==> config.mk <==
export PLATFORM = sky130hd
export DESIGN_NAME = lspg_front
export DESIGN_NICKNAME = d
export VERILOG_FILES = /design/src/rtl/lspg_pkg.sv /design/src/rtl/lspg_front.sv
export SDC_FILE = /design/constraint.sdc
export NUM_CORES = 2
export LEC_CHECK = 0
export ABC_AREA = 1
export CAP_MARGIN = 20
export CORE_MARGIN = 2
export CORE_UTILIZATION = 55
export DETAILED_ROUTE_END_ITERATION = 16
export DONT_BUFFER_PORTS = 1
export PLACE_DENSITY_LB_ADDON = 0.08
export SYNTH_ARGS = -nofsm -noshare
export SYNTH_HDL_FRONTEND = slang
export SYNTH_SLANG_ARGS = --single-unit
==> constraint.sdc <==
create_clock -name i_clk -period 15.35 [get_ports i_clk]
set_input_delay 3.07 -clock i_clk [delete_from_list [all_inputs] [get_ports i_clk]]
set_output_delay 3.07 -clock i_clk [all_outputs]
set_load 0.02 [all_outputs]
==> src/rtl/lspg_pkg.sv <==
package lspg_pkg;

    // image and scan geometry
    localparam int unsigned LSPG_IMAGE_SIDE = 120;
    localparam int unsigned LSPG_MAX_BEAMS  = 4096;

    // field and register widths
    localparam int unsigned LSPG_RANGE_W    = 16;
    localparam int unsigned LSPG_BEAM_W     = 12;
    localparam int unsigned LSPG_PIXEL_W    = 7;
    localparam int unsigned LSPG_START_W    = 16;
    localparam int unsigned LSPG_STEP_W     = 20;
    localparam int unsigned LSPG_SCALE_W    = 16;
    localparam int unsigned LSPG_CFG_DATA_W = 20;
    localparam int unsigned LSPG_CFG_IDX_W  = 2;

    // register map
    typedef enum logic [LSPG_CFG_IDX_W-1:0] {
        REG_ANGLE_START,
        REG_ANGLE_STEP,
        REG_PIXELS_PER_METER
    } t_reg_index;

    // register reset values
    localparam logic signed [LSPG_START_W-1:0] LSPG_RST_ANGLE_START = -16'sd12868;
    localparam logic [LSPG_STEP_W-1:0]         LSPG_RST_ANGLE_STEP  = 20'd18301;
    localparam logic [LSPG_SCALE_W-1:0]        LSPG_RST_SCALE       = 16'd5120;

    // angle to phase conversion
    localparam logic signed [33:0] LSPG_QUARTER_TURN = 34'sd1647103;
    localparam logic [25:0]        LSPG_RAD_TO_TURN  = 26'd42722830;
    localparam logic [31:0]        LSPG_EIGHTH_TURN  = 32'h2000_0000;
    localparam logic [30:0]        LSPG_HALF_PI_Q30  = 31'd1686629713;
    localparam logic [30:0]        LSPG_ONE_Q30      = 31'h4000_0000;

    // taylor denominators, sine then cosine
    localparam int unsigned LSPG_DIV_SIN1 = 42;
    localparam int unsigned LSPG_DIV_SIN2 = 20;
    localparam int unsigned LSPG_DIV_SIN3 = 6;
    localparam int unsigned LSPG_DIV_COS1 = 56;
    localparam int unsigned LSPG_DIV_COS2 = 30;
    localparam int unsigned LSPG_DIV_COS3 = 12;

    // reciprocal multipliers, exact for dividends below 2^LSPG_DIV_BITS
    localparam int unsigned LSPG_DIV_BITS = 31;
    localparam int unsigned LSPG_SHF_SIN1 = LSPG_DIV_BITS + $clog2(LSPG_DIV_SIN1);
    localparam int unsigned LSPG_SHF_SIN2 = LSPG_DIV_BITS + $clog2(LSPG_DIV_SIN2);
    localparam int unsigned LSPG_SHF_SIN3 = LSPG_DIV_BITS + $clog2(LSPG_DIV_SIN3);
    localparam int unsigned LSPG_SHF_COS1 = LSPG_DIV_BITS + $clog2(LSPG_DIV_COS1);
    localparam int unsigned LSPG_SHF_COS2 = LSPG_DIV_BITS + $clog2(LSPG_DIV_COS2);
    localparam int unsigned LSPG_SHF_COS3 = LSPG_DIV_BITS + $clog2(LSPG_DIV_COS3);
    localparam logic [31:0] LSPG_RCP_SIN1 = 32'(((64'd1 << LSPG_SHF_SIN1)
        + 64'(LSPG_DIV_SIN1) - 64'd1) / 64'(LSPG_DIV_SIN1));
    localparam logic [31:0] LSPG_RCP_SIN2 = 32'(((64'd1 << LSPG_SHF_SIN2)
        + 64'(LSPG_DIV_SIN2) - 64'd1) / 64'(LSPG_DIV_SIN2));
    localparam logic [31:0] LSPG_RCP_SIN3 = 32'(((64'd1 << LSPG_SHF_SIN3)
        + 64'(LSPG_DIV_SIN3) - 64'd1) / 64'(LSPG_DIV_SIN3));
    localparam logic [31:0] LSPG_RCP_COS1 = 32'(((64'd1 << LSPG_SHF_COS1)
        + 64'(LSPG_DIV_COS1) - 64'd1) / 64'(LSPG_DIV_COS1));
    localparam logic [31:0] LSPG_RCP_COS2 = 32'(((64'd1 << LSPG_SHF_COS2)
        + 64'(LSPG_DIV_COS2) - 64'd1) / 64'(LSPG_DIV_COS2));
    localparam logic [31:0] LSPG_RCP_COS3 = 32'(((64'd1 << LSPG_SHF_COS3)
        + 64'(LSPG_DIV_COS3) - 64'd1) / 64'(LSPG_DIV_COS3));

    // queue between front and back
    localparam int unsigned LSPG_QUEUE_DEPTH = 4;

    // one classified item on its way to the back end
    typedef struct packed {
        logic [LSPG_RANGE_W-1:0] range_reading;
        logic                    eligible;
        logic [1:0]              quad;
        logic signed [30:0]      x;
    } t_work;

    // floor(num / d) as a multiply by the reciprocal and a shift
    function automatic logic [30:0] lspg_div_const(input logic [30:0] num,
                                                   input logic [31:0] rcp,
                                                   input int unsigned shf);
        logic [62:0] prod;
        prod = {32'd0, num} * {31'd0, rcp};
        return 31'(prod >> shf);
    endfunction

    // product of two non-negative q30 values, floored to q30
    function automatic logic [30:0] lspg_mul_q30(input logic [30:0] a,
                                                 input logic [30:0] b);
        logic [61:0] prod;
        prod = {31'd0, a} * {31'd0, b};
        return prod[60:30];
    endfunction

endpackage

==> src/rtl/lspg_front.sv <==
module lspg_front
    import lspg_pkg::*;
(
    input  logic                           i_clk,
    input  logic                           i_rst_n,
    input  logic                           i_valid,
    output logic                           o_ready,
    input  logic [LSPG_RANGE_W-1:0]        i_range_reading,
    input  logic [LSPG_BEAM_W-1:0]         i_beam_index,
    input  logic                           i_reading_ok,
    input  logic signed [LSPG_START_W-1:0] i_angle_start,
    input  logic [LSPG_STEP_W-1:0]         i_angle_step,
    output logic                           o_push,
    output t_work                          o_work,
    input  logic                           i_full
);

    localparam int unsigned STAGES = 5;

    logic [STAGES-1:0] r_vld;
    logic              w_en;

    // stage payloads
    logic [31:0]             r1_prod;
    logic [LSPG_RANGE_W-1:0] r1_range, r2_range, r3_range, r4_range;
    logic                    r1_elig, r2_elig, r3_elig, r4_elig;
    logic signed [33:0]      r2_angle;
    logic [31:0]             r3_phase;
    logic [1:0]              r4_quad;
    logic signed [29:0]      r4_r;
    t_work                   r5_work;

    logic [31:0]        w_prod;
    logic signed [33:0] w_angle;
    logic signed [60:0] w_turn;
    logic [31:0]        w_rnd;
    logic [31:0]        w_rem;
    logic signed [61:0] w_x;

    assign w_en    = !r_vld[STAGES-1] || !i_full;
    assign o_ready = w_en;
    assign o_push  = r_vld[STAGES-1] && !i_full;
    assign o_work  = r5_work;

    // beam angle, phase in turns, quadrant split, reduced angle
    assign w_prod  = {20'd0, i_beam_index} * {12'd0, i_angle_step};
    assign w_angle = $signed({{10{i_angle_start[LSPG_START_W-1]}}, i_angle_start, 8'd0})
                   + $signed({2'b00, r1_prod}) + LSPG_QUARTER_TURN;
    assign w_turn  = r2_angle * $signed({1'b0, LSPG_RAD_TO_TURN});
    assign w_rnd   = r3_phase + LSPG_EIGHTH_TURN;
    assign w_rem   = r3_phase - {w_rnd[31:30], 30'd0};
    assign w_x     = r4_r * $signed({1'b0, LSPG_HALF_PI_Q30});

    always_ff @(posedge i_clk) begin
        if (!i_rst_n) begin
            r_vld <= '0;
        end else if (w_en) begin
            r_vld <= {r_vld[STAGES-2:0], i_valid};
        end
    end

    always_ff @(posedge i_clk) begin
        if (w_en) begin
            r1_prod  <= w_prod;
            r1_range <= i_range_reading;
            r1_elig  <= i_reading_ok && (32'(i_beam_index) < LSPG_MAX_BEAMS);

            r2_angle <= w_angle;
            r2_range <= r1_range;
            r2_elig  <= r1_elig;

            r3_phase <= w_turn[47:16];
            r3_range <= r2_range;
            r3_elig  <= r2_elig;

            r4_quad  <= w_rnd[31:30];
            r4_r     <= w_rem[29:0];
            r4_range <= r3_range;
            r4_elig  <= r3_elig;

            r5_work.range_reading <= r4_range;
            r5_work.eligible      <= r4_elig;
            r5_work.quad          <= r4_quad;
            r5_work.x             <= w_x[60:30];
        end
    end

endmodule

Word-level counts from Yosys, hierarchy flattened. Cells that the tools add are included. Widths: inputs -> output; s select.

Logic and storage cells: 29. Bits in registers: 253.

Reduce and logical (&&, ||, !) cells: 4. $mul: 3. Add/subtract/negate cells: 4.

Operator list (count): $mul 30x32->61 const B (1); $mul 34x26->47 const B (1); $add 24x33->34 (1); $add 34x22->34 const B (1); $add 32x30->32 const B (1); $mul 12x20->32 (1); $sub 30x1->30 const B (1); $logic_not 1->1 (2); $logic_and 1x1->1 (1); $logic_or 1x1->1 (1).

Depth between registers and ports, before layout.
Depth after elaboration: 2. Mapped depth: 29. Gate-level depth less buffers: 29.

Least setup slack after synthesis. OpenSTA, ideal clock, no wires.

Path type: input -> output. Start: in i_full. End: out o_ready. Buffers on the path: 0. Cell stages on the path: 1. Setup slack: 3.837 ns. Arrival time: 8.443 ns. Required time: 12.280 ns. Path through: nand2_1.

Cells in the longest elaborated chain, start to end: 2.

Ends and longest elaborated chain: start: declaration (RTL line lspg_front.sv:15) `input logic i_full`; $logic_not 1->1 (RTL line lspg_front.sv:40) `assign w_en = !r_vld[STAGES-1] || !i_full;`; $logic_or 1x1->1 (RTL line lspg_front.sv:40); end: declaration (RTL line lspg_front.sv:7) `output logic o_ready,`.

No other way between the ends.

Worst setup path in the final report.
Start: reg r4_r[16]. End: reg r5_work (netlist bit o_work[25]) (data pin).

Cells in the longest elaborated chain, start to end: 1.

Ends and longest elaborated chain: start: declaration (RTL line lspg_front.sv:30) `logic signed [29:0] r4_r;`; start signal: assignment (RTL line lspg_front.sv:77) `r4_r <= w_rem[29:0];`; $mul 30x32->61 (RTL line lspg_front.sv:52) `assign w_x = r4_r * $signed({1'b0, LSPG_HALF_PI_Q30});`; net w_x[55] (RTL line lspg_front.sv:38) `logic signed [61:0] w_x;`; end: declaration (RTL line lspg_front.sv:31) `t_work r5_work;`.

The timed path passes the listed nets, and every way through them passes these cells. A chain may end at the register's enable or synchronous reset.

==> results by group <==
Run status
  • Run status: finished, final reports clean

Timing
  • Minimum clock period: 7.20 ns
  • Final setup viols: 0
  • Setup ws final: 8.15 ns
  • Setup repair after global routing missed its margin: false
  • Worst hold margin: 0.415 ns
  • Slew @ Worst Pin: 0.972 ns
  • Rel. slew slack: 0.352
  • Max Clk Rate: 139 MHz
  • Final hold viol count: 0
  • Post-route setup TNS: 0 ns
  • Final critical-path share of the clock period: 0.469
  • Clk_skew: 0.0465 ns
  • Final Max Tran Viols: 0

Setup path
  • CP Buf/Inv Count: 4
  • Worst r2r src: r4_r[16]
  • Worst Path Arrival: 7.56 ns
  • Most used cell, CP: fa_1
  • R2R setup slack: 8.15 ns
  • Critical path's largest stage delay: 0.85 ns
  • Critical Path Fanout Max: 9
  • Crit-path cells: fa_1, fa_1, inv_1, fa_1, inv_1, fa_1, fa_1, fa_1, fa_1, inv_1, fa_1, inv_1, ha_1, a21oi_1, o21ai_0, a21oi_1, nand2_1, a21oi_1, nand2_1, nand2_1, nand2_1
  • Crit-path leading delay family: adder cells
  • CP Capture Type: register
  • Critical Path Start Type: register
  • Worst r2r dst: o_work[25]
  • CP Data Required Time: 15.70 ns
  • Slowest-stage cell, CP: edfxtp_1
  • Setup CP Type: reg2reg
  • Worst r2r path cells: 21

Layout
  • Area grow syn2layout: 4.82%
  • Fill count: 8,010
  • Reg area: 7550 um2
  • Multi-input logic area: 34,700 um2
  • Final net count: 7,059
  • N_diodes: 0
  • Share of cells above drive strength 1: 0.0199

Placement
  • Pre-CTS setup slack: 7.71 ns
  • HPWL after detailed placement: 115,000 um
  • Gp weighted congestion: 0.976
  • PortBufs: 0

CTS
  • CTS buffer count: 29
  • Post-cts sizing count: 0
  • Post-CTS setup buffer count: 0
  • Clk slew on worst S/H paths: 0.06 ns
  • CTS tree: yes
  • Clock sinks: 253
  • Clock buffer depth: 3
  • Clock root buffer: clkbuf_16
  • Clk_lat worst skew: 0.64 ns
  • H-tree depth: 1
  • # hold bufs at CTS: 0

Synthesis
  • Post-Syn Instances: 5,451
  • Mean Syn Cell Area: 8.90 um2
  • Distinct cells, synth: 44
  • Yosys warns: 0
  • Register area share after synthesis: 0.156
  • Flops & latches, synth: 253
  • Syn Nets: 7,067
  • Synth Cell Area: 48,500 um2

Global route
  • Overflow after GRT: 0
  • Number of global-route vias before repair: 36,400
  • First-pass GRT wire length: 206,000 um
  • Gr usage total: 0.301
  • Initial antenna violation count: 0
  • Largest net degree at the start of global routing: 83

Worst hold path
  • Hold Path Class: reg2reg
  • Hold Path Origin: r3_phase[22]
  • Hold Path End: r4_r[22]
  • Hold Path Stages: 0

Route
  • Final antenna-violating net count: 0
  • Vias per cell: 5.19
  • DR vias: 34,400
  • Drt first pass iters: 8
  • Starting DRT DRC Count: 2,393
  • Total routed wirelength: 129,000 um
  • Avg WL per Cell: 19.5 um
  • DRC: 0

Die
  • Die width: 301 um
  • Die ar.: 90,600 um2
  • Row cnt: 108
  • Initial Util: 0.557
  • Die Ht: 301 um
  • Placeable Area: 87,000 um2
  • Boundary Pins: 121

Run
  • Max-cap viol count: 0
==> kinds of logic (layout without fill, tap and decap cells) <==
group,count (synthesis),in the layout,share of synthesized area
fa+ha+maj,1547,1547,0.528
flops,253,253,0.156
compound gates,352,352,0.0407
xor+xnor,93,93,0.0168
buf+inv,1665,1679,0.129
simple gates,1541,1541,0.130
==> stage by stage <==
step	area, um2	instances	util
after floorplan	48500	5451	-
after global placement	49800	6567	0.572
after detailed placement	49800	6567	0.572
after CTS	50800	6620	0.584
after global routing	50800	6620	0.584
final	50800	6620	0.584
==> cells in the mapped netlist, drive strengths merged <==
cell type	n	area [um2]
nor2	288	1130
a21o	20	150
a21oi	182	915
o211ai	7	57.6
buf	1	5.00
or2	4	25.0
nand3b	8	60.1
and2	1	6.26
o21a	9	67.6
o31ai	1	7.51
o21ai	94	485
xnor2	23	201
ha	713	8920
edfxtp	248	7450
inv	1620	6080
a31oi	5	31.3
nor3	30	176
dfxtp	5	100
o21bai	29	221
nand2	1024	3880
nand4	40	250
nand3	136	691
fa	834	16700
a31o	1	8.76
nor4	6	43.8
and3	3	18.8
nand2b	1	6.26
xor2	70	613
clkbuf	44	165
a21boi	4	30.0
==> flip-flops by register name, summed over array words and instances (netlist names) <==
name	flops
r4_quad	2
r2_angle	34
r3_phase	32
r1_prod	32
r_vld	5
o_work	50
r1_elig	1
r2_elig	1
r3_range	16
r4_elig	1
r3_elig	1
r4_r	30
r1_range	16
r2_range	16
r4_range	16
==> placed cells by master (no fill, tap or decap), types with 8 or more instances in the layout <==
master / n
inv_1: 1615
nand2_1: 1010
fa_1: 834
ha_1: 713
nor2_1: 268
edfxtp_1: 248
a21oi_1: 181
nand3_1: 134
o21ai_0: 86
xor2_1: 70
nand4_1: 40
clkbuf_16: 29
o21bai_1: 28
nor3_1: 26
xnor2_1: 23
nor2_2: 20
a21o_1: 20
nand2_2: 13
o21a_1: 9
nand3b_1: 8
==> cell type report <==
class | count | share of cell area
Sequential cell | 253 | 0.148
Clock inverter | 22 | 0.00542
Clock buffer | 31 | 0.0144
Tap cell | 1155 | 0.0284
Multi-Input combinational cell | 3533 | 0.683
Timing Repair Buffer | 6 | 0.000886
Inverter | 1620 | 0.120
==> how the worst max path moves through the flow <==
stage,end,slack [ns],cells past startpoint,from
CTS,o_work[25],8.16,21,r4_r[19]
detailed placement,r1_prod[19],7.71,17,i_angle_step[7]
finish,o_work[25],8.15,21,r4_r[16]
global route,o_work[25],7.79,21,r4_r[19]
floorplan,o_ready,3.84,1,i_full
global placement,r1_prod[31],7.75,18,i_angle_step[7]
==> metal layers <==
layer | routed length [um] | share of wire | vias to the layer above | GRT usage
met5 | 0 | 0 | - | 0
met4 | 3400 | 0.026 | 0 | 0.0712
met3 | 7620 | 0.059 | 159 | 0.0360
met2 | 59500 | 0.46 | 911 | 0.489
met1 | 58300 | 0.45 | 16900 | 0.432
li1 | - | - | 16400 | -
Power is not shown: default switching activity piles up to over one toggle a cycle in this logic, so the estimate is an artifact.
