## src/rtl/lspg_pkg.sv

```systemverilog
package lspg_pkg;

    // image and scan geometry
    localparam int unsigned LSPG_IMAGE_SIDE = 120;
    localparam int unsigned LSPG_MAX_BEAMS  = 4096;

    // field and register widths
    localparam int unsigned LSPG_RANGE_W    = 16;
    localparam int unsigned LSPG_BEAM_W     = 12;
    localparam int unsigned LSPG_PIXEL_W    = 7;
    localparam int unsigned LSPG_START_W    = 16;
    localparam int unsigned LSPG_STEP_W     = 20;
    localparam int unsigned LSPG_SCALE_W    = 16;
    localparam int unsigned LSPG_CFG_DATA_W = 20;
    localparam int unsigned LSPG_CFG_IDX_W  = 2;

    // register map
    typedef enum logic [LSPG_CFG_IDX_W-1:0] {
        REG_ANGLE_START,
        REG_ANGLE_STEP,
        REG_PIXELS_PER_METER
    } t_reg_index;

    // register reset values
    localparam logic signed [LSPG_START_W-1:0] LSPG_RST_ANGLE_START = -16'sd12868;
    localparam logic [LSPG_STEP_W-1:0]         LSPG_RST_ANGLE_STEP  = 20'd18301;
    localparam logic [LSPG_SCALE_W-1:0]        LSPG_RST_SCALE       = 16'd5120;

    // angle to phase conversion
    localparam logic signed [33:0] LSPG_QUARTER_TURN = 34'sd1647103;
    localparam logic [25:0]        LSPG_RAD_TO_TURN  = 26'd42722830;
    localparam logic [31:0]        LSPG_EIGHTH_TURN  = 32'h2000_0000;
    localparam logic [30:0]        LSPG_HALF_PI_Q30  = 31'd1686629713;
    localparam logic [30:0]        LSPG_ONE_Q30      = 31'h4000_0000;

    // taylor denominators, sine then cosine
    localparam int unsigned LSPG_DIV_SIN1 = 42;
    localparam int unsigned LSPG_DIV_SIN2 = 20;
    localparam int unsigned LSPG_DIV_SIN3 = 6;
    localparam int unsigned LSPG_DIV_COS1 = 56;
    localparam int unsigned LSPG_DIV_COS2 = 30;
    localparam int unsigned LSPG_DIV_COS3 = 12;

    // reciprocal multipliers, exact for dividends below 2^LSPG_DIV_BITS
    localparam int unsigned LSPG_DIV_BITS = 31;
    localparam int unsigned LSPG_SHF_SIN1 = LSPG_DIV_BITS + $clog2(LSPG_DIV_SIN1);
    localparam int unsigned LSPG_SHF_SIN2 = LSPG_DIV_BITS + $clog2(LSPG_DIV_SIN2);
    localparam int unsigned LSPG_SHF_SIN3 = LSPG_DIV_BITS + $clog2(LSPG_DIV_SIN3);
    localparam int unsigned LSPG_SHF_COS1 = LSPG_DIV_BITS + $clog2(LSPG_DIV_COS1);
    localparam int unsigned LSPG_SHF_COS2 = LSPG_DIV_BITS + $clog2(LSPG_DIV_COS2);
    localparam int unsigned LSPG_SHF_COS3 = LSPG_DIV_BITS + $clog2(LSPG_DIV_COS3);
    localparam logic [31:0] LSPG_RCP_SIN1 = 32'(((64'd1 << LSPG_SHF_SIN1)
        + 64'(LSPG_DIV_SIN1) - 64'd1) / 64'(LSPG_DIV_SIN1));
    localparam logic [31:0] LSPG_RCP_SIN2 = 32'(((64'd1 << LSPG_SHF_SIN2)
        + 64'(LSPG_DIV_SIN2) - 64'd1) / 64'(LSPG_DIV_SIN2));
    localparam logic [31:0] LSPG_RCP_SIN3 = 32'(((64'd1 << LSPG_SHF_SIN3)
        + 64'(LSPG_DIV_SIN3) - 64'd1) / 64'(LSPG_DIV_SIN3));
    localparam logic [31:0] LSPG_RCP_COS1 = 32'(((64'd1 << LSPG_SHF_COS1)
        + 64'(LSPG_DIV_COS1) - 64'd1) / 64'(LSPG_DIV_COS1));
    localparam logic [31:0] LSPG_RCP_COS2 = 32'(((64'd1 << LSPG_SHF_COS2)
        + 64'(LSPG_DIV_COS2) - 64'd1) / 64'(LSPG_DIV_COS2));
    localparam logic [31:0] LSPG_RCP_COS3 = 32'(((64'd1 << LSPG_SHF_COS3)
        + 64'(LSPG_DIV_COS3) - 64'd1) / 64'(LSPG_DIV_COS3));

    // queue between front and back
    localparam int unsigned LSPG_QUEUE_DEPTH = 4;

    // one classified item on its way to the back end
    typedef struct packed {
        logic [LSPG_RANGE_W-1:0] range_reading;
        logic                    eligible;
        logic [1:0]              quad;
        logic signed [30:0]      x;
    } t_work;

    // floor(num / d) as a multiply by the reciprocal and a shift
    function automatic logic [30:0] lspg_div_const(input logic [30:0] num,
                                                   input logic [31:0] rcp,
                                                   input int unsigned shf);
        logic [62:0] prod;
        prod = {32'd0, num} * {31'd0, rcp};
        return 31'(prod >> shf);
    endfunction

    // product of two non-negative q30 values, floored to q30
    function automatic logic [30:0] lspg_mul_q30(input logic [30:0] a,
                                                 input logic [30:0] b);
        logic [61:0] prod;
        prod = {31'd0, a} * {31'd0, b};
        return prod[60:30];
    endfunction

endpackage

```

## src/rtl/lspg_queue.sv

```systemverilog
module lspg_queue
    import lspg_pkg::*;
(
    input  logic  i_clk,
    input  logic  i_rst_n,
    input  logic  i_push,
    input  t_work i_work,
    output logic  o_full,
    input  logic  i_pop,
    output t_work o_work,
    output logic  o_empty
);

    localparam int unsigned DEPTH = LSPG_QUEUE_DEPTH;
    localparam int unsigned PTR_W = $clog2(DEPTH);
    localparam int unsigned CNT_W = $clog2(DEPTH + 1);

    t_work            r_slot [DEPTH];
    logic [PTR_W-1:0] r_wptr;
    logic [PTR_W-1:0] r_rptr;
    logic [CNT_W-1:0] r_count;

    assign o_full  = (r_count == CNT_W'(DEPTH));
    assign o_empty = (r_count == '0);
    assign o_work  = r_slot[r_rptr];

    always_ff @(posedge i_clk) begin
        if (!i_rst_n) begin
            r_wptr  <= '0;
            r_rptr  <= '0;
            r_count <= '0;
        end else begin
            if (i_push) begin
                r_wptr <= (r_wptr == PTR_W'(DEPTH - 1)) ? '0 : r_wptr + 1'b1;
            end
            if (i_pop) begin
                r_rptr <= (r_rptr == PTR_W'(DEPTH - 1)) ? '0 : r_rptr + 1'b1;
            end
            case ({i_push, i_pop})
                2'b10:   r_count <= r_count + 1'b1;
                2'b01:   r_count <= r_count - 1'b1;
                default: r_count <= r_count;
            endcase
        end
    end

    always_ff @(posedge i_clk) begin
        if (i_push) begin
            r_slot[r_wptr] <= i_work;
        end
    end

`ifndef NO_ASSERTIONS
    a_no_push_full: assert property (@(posedge i_clk) disable iff (!i_rst_n)
        i_push |-> !o_full)
        else $error("queue written while full");

    a_no_pop_empty: assert property (@(posedge i_clk) disable iff (!i_rst_n)
        i_pop |-> !o_empty)
        else $error("queue read while empty");

    a_count_grows: assert property (@(posedge i_clk) disable iff (!i_rst_n)
        (i_push && !i_pop) |=> (r_count == $past(r_count) + 1'b1))
        else $error("queue fill count lost a push");
`endif

endmodule

```

## config.mk

```make
export PLATFORM = sky130hd
export DESIGN_NAME = lspg_queue
export DESIGN_NICKNAME = d
export VERILOG_FILES = /design/src/rtl/lspg_pkg.sv /design/src/rtl/lspg_queue.sv
export SDC_FILE = /design/constraint.sdc
export NUM_CORES = 1
export LEC_CHECK = 0
export ABC_AREA = 1
export BUFFER_PORTS_ARGS = -buffer_cell sky130_fd_sc_hd__buf_4
export CORE_MARGIN = 1.5
export CORE_UTILIZATION = 55
export DETAILED_ROUTE_END_ITERATION = 12
export GPL_ROUTABILITY_DRIVEN = 0
export PLACE_DENSITY = 0.77
export SLEW_MARGIN = 20
export SYNTH_ARGS = -nofsm -noshare
export SYNTH_HDL_FRONTEND = slang
export SYNTH_SLANG_ARGS = --single-unit
export TNS_END_PERCENT = 50
```

## constraint.sdc

```tcl
create_clock -name i_clk -period 3.5 [get_ports i_clk]
set_input_delay 0.175 -clock i_clk [delete_from_list [all_inputs] [get_ports i_clk]]
set_output_delay 0.175 -clock i_clk [all_outputs]
set_load 0.02 [all_outputs]
```

After elaboration in Yosys (flattened, before gate mapping)
Memories as Yosys holds them, arrays and structs flattened. A register that Yosys moved wholly into a read port is not among the register bits.
Index checks and enable logic that the tools add are counted.
{"block": "totals", "mem_bits_rw": 200, "ff_bits": 7, "n_memories": 1}
{"block": "classes", "reduce_logical": 2, "mux": 7, "add_sub_neg": 4, "eq_ne": 5}
{"name": "r_slot", "words": 4, "width": 50, "read_ports": 1, "rd_clocked_by_memory_dff": 1, "write_ports": 1, "line_no": "lspg_queue.sv:18", "rtl": "t_work r_slot [DEPTH];"}
{"cell": "$mux W2", "n": 4}
{"cell": "$eq A2 B2 Y1 const B", "n": 3}
{"cell": "$pmux W3 S2", "n": 1}
{"cell": "$add A2 B1 Y2 const B", "n": 2}
{"cell": "$add A3 B1 Y3 const B", "n": 1}
{"cell": "$eq A3 B3 Y1 const B", "n": 1}
{"cell": "$logic_not A3 Y1", "n": 1}
{"cell": "$sub A3 B1 Y3 const B", "n": 1}
{"cell": "$eq A2 B1 Y1 const B", "n": 1}
{"cell": "$mux W1", "n": 2}
{"cell": "$reduce_bool A2 Y1", "n": 1}

Depth between registers and ports, before layout
Gate-level depths: netlist of run 1.
{"block": "depth", "word_depth": 4, "depth_mapped": 10, "ltp_nobuf": 10}

Least setup slack after synthesis of run 1
Ideal clock, no wire load.
{"block": "synth_path", "path_type": "reg2reg", "start": "reg r_wptr[0]", "end": "mem r_slot[3][0] (netlist bit) (enable)", "setup_ps": 404, "n_path_buf": 0, "path_slack_ps": 1529, "stages_incl_launch_ff": 4, "period_less_slack_ps": 1971, "arrival_ps": 1567, "required_ps": 3096, "path_cell_list": "dfxtp_1 ha_1 nand2_1 inv_1"}
{"item": "from (decl)", "line_no": "lspg_queue.sv:19", "rtl": "logic [PTR_W-1:0] r_wptr;"}
{"item": "from (signal assigned)", "line_no": "lspg_queue.sv:34", "rtl": "r_wptr <= (r_wptr == PTR_W'(DEPTH - 1)) ? '0 : r_wptr + 1'b1;"}
{"item": "to (decl)", "line_no": "lspg_queue.sv:18"}
No word-level cell before the write port.

==> metrics, run 1 <==
outcome=finished, final reports clean; hold crit path type=primary input to register; Slew Limit Fails=0; DRC viols=0; crit path launch type=register; core area=between 0.01 and 0.015 mm2; overall global routing resource usage=0.211; Slowest cell on crit path=dfxtp_4; routed vias/inst=5.57; Clk pwr share=0.349; I/O pin cnt=between 100 and 150; CP bufs+invs=2; Final Hold Vio Count=0; Slew @ Worst Pin=0.932 ns; Switching Share=0.235; peak supply drop=around 0.00044 V; WL final=16,100 um; Critical Path Max Stage Delay=between 0.8 and 0.9 ns; Initial Util=0.566; antenna violations before repair=0; Synth Warn #=0; power per cell area=between 500 and 600 mW/mm2; crit-path max FO=100; layout net count=around 760; share of the synthesized area in the top cell type=0.761; first-pass detailed-route iteration total=5; htree depth=1; post-synthesis sequential area ratio=0.784; Post-DP HPWL=8750 um; Synth cell types=20; Final Cell Area=just under 0.01 mm2; Clock Path Buffers=3; Mapped Nets=~600; Synth Area in Adders=0.0120; Clock Latency Late Sink=0.48 ns; share of cells above drive strength 1=0.205; Die Ht=around 120 um; flops & latches, synth=approximately 210; Post-Synth Simple-Gate Area=0.0577; Reg-to-Reg Start=r_wptr[0]$_SDFFE_PN0P_; max_slew headroom=0.378; largest net degree at the start of global routing=between 100 and 150; I/O Buffers=around 110; clock root buffer=clkbuf_16; top post-synthesis cells by area=edfxtp_1 (76%), nor2_1 (5.0%), o21ai_1 (4.4%); Worst-path clk slew=0.06 ns; WL per Instance=approximately 18 um; r2r worst-path depth=5; die area=roughly 0.015 mm2; Critical Path RT=~3.3 ns; multiplexer area fraction after synthesis=0; Setup TNS Final=0 ns; CP Class=register to primary output; delay-heaviest family, CP=flip-flops; Post-Synth XOR/XNOR Area=0; Congestion Overflow GR=0; CTS Buf Count=21; RSZ-0062 raised after global routing=false; area grow syn2layout=24.7%; sequential power share=0.525; Fin Clk Skew=approximately 0.0098 ns; post_cts resized=0; compound-cell area share of the yosys netlist=0.109; max-cap violations=0; 1st-iter DRT viols=471; DR vias=4,967; Site Rows=43; Final setup viols=0; largest family of logic cells by synthesized area=compound AO/OA/AOI/OAI gates; Pint=between 4 and 5 mW; Tcrit/Tclk final=0.737; R2R Setup Slk=1.52 ns; clk sinks=209; cells along the critical path=inv_8 -> o21ai_1 -> o22ai_1 -> buf_4; P_leak=~3.5 nW; FMAX=a little under 400 MHz; worst r2r dst=r_slot[2][49]$_DFFE_PP_; Ant. Diodes=0; hold-critical path depth=3; Routed Antenna Nets=0; Mapped Area=a little under 0.008 mm2; worst hold margin=roughly 0.023 ns; Syn Inst Count=543; Final min period=2.58 ns; first-pass GRT wire length=~24,000 um; min-delay src=i_pop; Comb power frac=0.125; Area after DPL=between 0.008 and 0.009 mm2; Chip Width=123 um; post-synth top area cell=edfxtp_1; synthesized area per cell=about 15 um2; number of global-route vias before repair=roughly 5,000; CTS tree=built; arrival time worst endpoint=about 2.4 ns; Setup crit end kind=primary output; switching power=between 1 and 1.5 mW
layout make-up:
cell class / count / area (um2)
fillers: 910 / 4090
inverters: 18 / 75.1
multi-input cells: 285 / 1410
clock inverters: 10 / 45.0
clock buffers: 26 / 544
flip-flops and latches: 209 / 6190
repair buffers: 163 / 1350
well taps: 180 / 225
how the worst max path moves through the flow:
stage / start / endpoint / slack, ns / cells past startpoint
finish: register / o_work[8] / 0.92 / 4
global route: register / o_work[36] / 0.84 / 4
CTS: register / o_work[20] / 0.98 / 4
detailed placement: register / o_work[36] / 1.48 / 4
global placement: register / o_work[36] / 1.55 / 4
floorplan: r_wptr[0]$_SDFFE_PN0P_ / r_slot[3][0]$_DFFE_PP_ / 1.53 / 3
power by group through the flow:
stage	clock network, mW	logic, mW	registers, mW
finish	1.93	0.694	2.90
global route	2.05	0.752	2.91
detailed placement	0	0.649	2.96
floorplan	0	0.390	2.93
CTS	1.96	0.698	2.90
global placement	0	0.628	2.95
metrics by stage:
stage          power, mW  cells  worst slack (ns)   util
2_1_floorplan       3.32    543              1.53      -
3_3_place_gp        3.58    804              1.55  0.627
3_5_place_dp        3.60    804              1.48  0.627
4_1_cts             5.56    891             0.985  0.706
5_1_grt             5.72    891             0.836  0.706
6_report            5.53    891             0.920  0.706
worst min-delay path: stages:
cell     delay (ns)
buf_4          0.09
o21ai_0        0.07
nor2_1         0.11
registers in the layout (all words and copies together) (netlist names), named ones only:
| register | cells |
|---|---|
| r_slot | 200 |
| r_count | 3 |
| r_rptr | 2 |
| r_wptr | 2 |
cell usage in the layout (no fill, tap or decap), types with 2 or more instances in the layout:
| cell | netlist | final |
|---|---|---|
| a21oi_1 | 5 | 5 |
| buf_4 | 6 | 112 |
| clkbuf_1 | 2 | 5 |
| clkbuf_16 | 0 | 21 |
| clkinv_1 | 0 | 7 |
| clkinv_2 | 0 | 2 |
| dfxtp_1 | 9 | 7 |
| dlygate4sd3_1 | 0 | 51 |
| edfxtp_1 | 200 | 200 |
| ha_1 | 6 | 6 |
| inv_1 | 15 | 10 |
| inv_2 | 2 | 7 |
| nand2_1 | 8 | 8 |
| nor2_1 | 105 | 105 |
| nor3_1 | 4 | 4 |
| o21ai_0 | 35 | 35 |
| o21ai_1 | 69 | 69 |
| o22ai_1 | 50 | 50 |
repair_timing:
item | CTS | global route
hold buffers | 51 | 0
hold endpoints to repair | 207 | 0
setup buffers | 0 | 0
cells by family after synthesis:
kind of cell,after synthesis
DFF,209
AOI/OAI and AO/OA,159
and+or+nand+nor,119
buffers and inverters,49
adders and majority gates,7
routing by layer:
layer	share of wire	wire (um)	up-vias	GRT usage
met1	0.42	6780	2427	0.273
met5	0	0	-	0
met4	0.013	216	0	0.0552
met3	0.067	1090	23	0.0451
met2	0.50	8070	177	0.364
li1	-	-	2340	-
synthesized netlist by cell type:
| library cell | n |
|---|---|
| a21oi_1 | 5 |
| o22ai_1 | 50 |
| nand3_1 | 1 |
| o21ai_1 | 69 |
| nor3_1 | 4 |
| inv_1 | 15 |
| edfxtp_1 | 200 |
| nor2_1 | 105 |
| ha_1 | 6 |
| buf_2 | 14 |
| buf_4 | 6 |
| inv_8 | 1 |
| fa_1 | 1 |
| nand4_1 | 1 |
| dfxtp_1 | 9 |
| buf_6 | 9 |
| inv_2 | 2 |
| o21ai_0 | 35 |
| clkbuf_1 | 2 |
| nand2_1 | 8 |
No activity file was read; power rests on OpenSTA's default activity.
==> run 2, diff against run 1 <==
--- a/config.mk
+++ b/config.mk
@@ -5,13 +5,13 @@
 export SDC_FILE = /design/constraint.sdc
 export NUM_CORES = 1
 export LEC_CHECK = 0
-export ABC_AREA = 1
+export ABC_AREA = 0
 export BUFFER_PORTS_ARGS = -buffer_cell sky130_fd_sc_hd__buf_4
 export CORE_MARGIN = 1.5
-export CORE_UTILIZATION = 55
+export CORE_UTILIZATION = 51
 export DETAILED_ROUTE_END_ITERATION = 12
 export GPL_ROUTABILITY_DRIVEN = 0
-export PLACE_DENSITY = 0.77
+export PLACE_DENSITY = 0.75
 export SLEW_MARGIN = 20
 export SYNTH_ARGS = -nofsm -noshare
 export SYNTH_HDL_FRONTEND = slang
==> constraint.sdc (replaced) <==
create_clock -name i_clk -period 2.3 [get_ports i_clk]
set_input_delay 0.115 -clock i_clk [delete_from_list [all_inputs] [get_ports i_clk]]
set_output_delay 0.115 -clock i_clk [all_outputs]
set_load 0.02 [all_outputs]
==> run 2 against run 1 <==
Total power grew 63%; sequential power grew 52%; flip-flop and latch count unchanged; critical path depth decreased by 1; setup slack lost 0.76 ns; hold slack improved by 0.35 ns; clock-buffer cell count fell by 3; sequential share of layout area shrank 1.4 points; die area up 5.5%; register-to-register slack worse by 0.88 ns; global-route usage decreased by 3.6 points; non-clock buffer count is 8 higher; critical endpoint is now o_work[27]; highest routed layer unchanged.
==> metrics, run 2 <==
Synth cell types=24; post_cts resized=0; total power=between 9 and 10 mW; clk sinks=between 200 and 250; Clock Latency Late Sink=~0.48 ns; layout net count=~550; htree depth=1; largest net degree at the start of global routing=51; Final setup viols=0; Setup TNS Final=0 ns; Post-synth EDFFs=200; Final min period=between 2 and 2.5 ns; post-synth top area cell=edfxtp_1; 1st-iter DRT viols=241; Synth Warn #=0; Post-DP HPWL=7970 um; Multi-input gate area=0.00139 mm2; I/O pin cnt=approximately 110; WL final=roughly 13,000 um; die area=roughly 0.016 mm2; Slew @ Worst Pin=between 0.4 and 0.5 ns; max-cap violations=0; Site Rows=44; Post-CTS Hold Fix Bufs=53; antenna violations before repair=0; FMAX=468 MHz; WL per Instance=19.6 um; peak supply drop=between 0.0007 and 0.0008 V; Tcrit/Tclk final=0.929; CTS Buf Count=21; most common cell after layout, fill and taps aside=edfxtp_1; outcome=finished, final reports clean; Setup crit end kind=primary output; Final Hold Vio Count=0; CP Class=register to primary output; post-synthesis sequential area ratio=0.800; Largest register FFs=200; first-pass GRT wire length=between 20,000 and 25,000 um; Top FF cell, synth=edfxtp_1; largest register by flop count=r_slot; routed vias/inst=5.37; crit-path max FO=24; Worst-path clk slew=0.06 ns; core area=between 0.01 and 0.015 mm2; Fillers=893; Mapped Area=0.00774 mm2; most common cell in the netlist=edfxtp_1; Congestion Overflow GR=0; DRC viols=0; number of global-route vias before repair=3,994; top post-synthesis cells by area=edfxtp_1 (78%), mux4_2 (15%), dfxtp_1 (2.3%); Ant. Diodes=0; flops & latches, synth=approximately 210; Chip Width=roughly 130 um; Initial Util=0.526; Inst Count DP=roughly 600; crit path launch type=register; first-pass detailed-route iteration total=4; most frequent cells in the layout=edfxtp_1 (200), buf_4 (114), dlygate4sd3_1 (53); Die Ht=between 100 and 150 um; DR vias=3,698; P_leak=roughly 3.5 nW; Non-Filler Instances=689; Critical Path RT=roughly 2.2 ns; register area=a little over 0.006 mm2; area grow syn2layout=30.0%; Slew Limit Fails=0; synthesized area per cell=25.0 um2; CTS tree=built; Post-CTS Setup Repair Bufs=0; overall global routing resource usage=0.175; arrival time worst endpoint=2.02 ns; commonest cells in the netlist=edfxtp_1 (200), mux4_2 (50), dfxtp_1 (9); clock root buffer=clkbuf_16; I/O Buffers=around 110; share of the synthesized area in the top cell type=0.776; Fin Clk Skew=~0.0039 ns; biggest regs=r_slot x200, r_count x3; hold crit path type=primary input to register; power per cell area=around 900 mW/mm2; Syn Inst Count=about 300; asr flop ratio synth=0; RSZ-0062 raised after global routing=false; Mapped Nets=370; Routed Antenna Nets=0; Clock Path Buffers=3; max_slew headroom=0.675; share of cells above drive strength 1=0.406
run 2: worst max-delay path, cell delays in order (launching register included):
cell and delay, ns:
dfxtp_4 0.53, buf_12 0.27, mux4_2 0.55, buf_4 0.18
run 2: area by class of cell:
| cell class | count | area share |
|---|---|---|
| Sequential cell | 209 | 0.616 |
| Timing Repair Buffer | 171 | 0.146 |
| Multi-Input combinational cell | 82 | 0.138 |
| Clock buffer | 23 | 0.0530 |
| Inverter | 6 | 0.00224 |
| Tap cell | 184 | 0.0229 |
| Clock inverter | 14 | 0.0220 |
run 2: path summary, 6_finish.rpt:
kind | start | slack [ns] | depth (start not counted) | to
max | register | 0.16 | 3 | o_work[27]
min | i_work[10] | 0.38 | 2 | r_slot[3][10]$_DFFE_PP_
max reg2reg | r_count[0]$_SDFFE_PN0P_ | 0.64 | 5 | r_count[2]$_SDFFE_PN0P_
min reg2reg | r_count[2]$_SDFFE_PN0P_ | 0.54 | 2 | r_count[2]$_SDFFE_PN0P_
run 2: through the flow:
stage / utilization / hold WS [ns] / cell area, um2 / worst slack, ns
final: 0.684 / 0.377 / 10100 / 0.164
after global routing: 0.684 / 0.366 / 10100 / 0.0447
after CTS: 0.684 / 0.357 / 10100 / 0.0971
after detailed placement: 0.597 / 0.317 / 8770 / 0.584
after global placement: 0.597 / 0.313 / 8770 / 0.615
after floorplan: - / 0.214 / 7740 / 0.144
run 2: power by group:
group,leakage [nW],internal [mW],total (mW),switching [mW]
clock network,0.365,2.34,3.68,1.34
registers,1.91,4.34,4.40,0.0597
logic,1.21,0.481,0.946,0.465
run 2: kinds of logic (layout without fill, tap and decap cells):
family,count (synthesis),after routing,share of synthesized area
flops,209,209,0.800
mux,52,52,0.148
buf+inv,18,214,0.0210
simple gates,16,16,0.0128
fa+ha+maj,7,7,0.0123
compound gates,5,5,0.00388
xor+xnor,2,2,0.00226
run 2: layer usage:
layer | vias up | global-route usage | part of all wire
met2 | 112 | 0.310 | 0.52
met5 | - | 0 | 0
li1 | 1662 | - | -
met3 | 25 | 0.0348 | 0.052
met4 | 0 | 0.0527 | 0.021
met1 | 1899 | 0.219 | 0.40
==> run 3, diff against run 2 <==
--- a/config.mk
+++ b/config.mk
@@ -9,6 +9,7 @@
 export BUFFER_PORTS_ARGS = -buffer_cell sky130_fd_sc_hd__buf_4
 export CORE_MARGIN = 1.5
 export CORE_UTILIZATION = 51
+export CTS_CLUSTER_DIAMETER = 100
 export DETAILED_ROUTE_END_ITERATION = 12
 export GPL_ROUTABILITY_DRIVEN = 0
 export PLACE_DENSITY = 0.75
==> constraint.sdc (replaced) <==
create_clock -name i_clk -period 1.93 [get_ports i_clk]
set_input_delay 0.0965 -clock i_clk [delete_from_list [all_inputs] [get_ports i_clk]]
set_output_delay 0.0965 -clock i_clk [all_outputs]
set_load 0.02 [all_outputs]
==> run 3 against run 2 <==
Total power is 13% higher; cell count unchanged; critical path depth unchanged; via count increased by 0.78%; clock-buffer cell count increased by 5; hold slack got worse by 0.029 ns; largest cell class unchanged.
==> metrics, run 3 (same netlist as run 2, synthesis figures left out) <==
Clock Path Buffers=3; Final setup viols=0; Fillers=about 890; overall global routing resource usage=0.181; Die Ht=approximately 130 um; I/O Buffers=105; layout net count=about 550; core area=about 0.015 mm2; total power=between 10 and 15 mW; CTS tree=built; max-cap violations=0; Non-Filler Instances=between 600 and 700; Final WS setup=~0.022 ns; sequential power share=0.513; htree depth=1; power per cell area=~1000 mW/mm2; clk sinks=around 210; area grow syn2layout=31.1%; Ant. Diodes=0; clock root buffer=clkbuf_16; Slew @ Worst Pin=about 0.4 ns; Tcrit/Tclk final=0.989; biggest regs=r_slot x200, r_count x3; Initial Util=0.526; RSZ-0062 raised after global routing=true; Setup crit end kind=primary output; peak supply drop=0.000801 V; die area=between 0.015 and 0.02 mm2; Post-DP HPWL=between 7000 and 8000 um; Fin Clk Skew=0.00561 ns; WL per Instance=just over 20 um; Critical Path RT=between 1.5 and 2 ns; Clock Latency Late Sink=approximately 0.49 ns; Routed Antenna Nets=0; Chip Width=between 100 and 150 um; CTS Buf Count=22; Place WS=0.262 ns; first-pass detailed-route iteration total=4; most common cell after layout, fill and taps aside=edfxtp_1; largest net degree at the start of global routing=39; number of global-route vias before repair=between 4,000 and 5,000; CP Class=register to primary output; largest register by flop count=r_slot; Final min period=approximately 1.9 ns; 1st-iter DRT viols=246; Site Rows=44; Largest register FFs=200; Switching Share=0.216; FMAX=~520 MHz; Worst-path clk slew=0.06 ns; max_slew headroom=0.735; DRC viols=0; Slew Limit Fails=0; DR vias=3,727; Inst Count DP=599; Clk pwr share=0.364; first-pass GRT wire length=around 22,000 um; crit-path max FO=14; Congestion Overflow GR=0; hold crit path type=primary input to register; crit path launch type=register; Comb power frac=0.123; Pint=7.98 mW; Final Hold Vio Count=0; switching power=2.20 mW; P_leak=3.50 nW; share of cells above drive strength 1=0.398; outcome=finished, final reports clean; antenna violations before repair=0; arrival time worst endpoint=between 1.5 and 2 ns; WL final=14,000 um; I/O pin cnt=about 110; routed vias/inst=roughly 5.4; most frequent cells in the layout=edfxtp_1 (200), buf_4 (74), dlygate4sd3_1 (53)
==> run 3: cell types whose count changed in the layout (fill, tap and decap cells not counted) <==
cell	delta
buf_12	+5
bufinv_16	-6
clkinvlp_4	-1
buf_6	+36
clkinv_1	+1
clkbuf_16	+2
clkbuf_1	+3
buf_4	-40
==> run 3: cell type report <==
cell class / count / area (um2) / area share
flip-flops and latches: 209 / 6190 / 0.611
repair buffers: 172 / 1670 / 0.165
multi-input cells: 82 / 1390 / 0.137
clock buffers: 28 / 594 / 0.0586
well taps: 184 / 230 / 0.0227
clock inverters: 8 / 37.5 / 0.00370
inverters: 6 / 22.5 / 0.00222
==> run 3: path summary, 6_finish.rpt <==
kind	start	end	slack, ns	cells past startpoint
hold / removal	i_work[26]	r_slot[0][26]$_DFFE_PP_	0.35	2
setup / recovery	register	o_work[37]	0.02	3
hold reg to reg	r_count[2]$_SDFFE_PN0P_	r_count[2]$_SDFFE_PN0P_	0.52	2
setup reg to reg	r_count[0]$_SDFFE_PN0P_	r_count[2]$_SDFFE_PN0P_	0.29	5
==> run 3: power groups by stage <==
| stage | clock, mW | combinational [mW] | sequential (mW) |
|---|---|---|---|
| after global placement | 0 | 1.06 | 5.31 |
| after floorplan | 0 | 0.630 | 5.30 |
| after global routing | 3.97 | 1.33 | 5.23 |
| final | 3.71 | 1.25 | 5.22 |
| after detailed placement | 0 | 1.08 | 5.32 |
| after CTS | 3.79 | 1.19 | 5.22 |
==> run 3: critical path, stage by stage, from the launching register on <==
cell and delay [ns]:
dfxtp_4 0.41, buf_12 0.19, mux4_2 0.56, buf_6 0.16
==> run 3: metrics by stage <==
step / cell area (um2) / setup TNS [ns] / util / hold slack, ns
final: 10100 / 0 / 0.690 / 0.347
after CTS: 10000 / 0 / 0.681 / 0.327
after global routing: 10100 / -0.419 / 0.690 / 0.342
after floorplan: 7740 / -20.89 / - / 0.195
after detailed placement: 8820 / 0 / 0.600 / 0.299
after global placement: 8820 / 0 / 0.600 / 0.295
==> run 3: what timing repair did <==
item                                    CTS  global route
hold endpoints to repair                209             0
endpoints found under the setup margin   41            36
setup buffers                             1             0
hold buffers                             53             0
resized for setup                         2            34
==> run 3: routing by layer <==
metal	up-vias	global-route usage	wire length, um
met2	113	0.315	7270
li1	1669	-	-
met4	0	0.0642	338
met1	1917	0.226	5640
met3	28	0.0399	723
met5	-	0	0
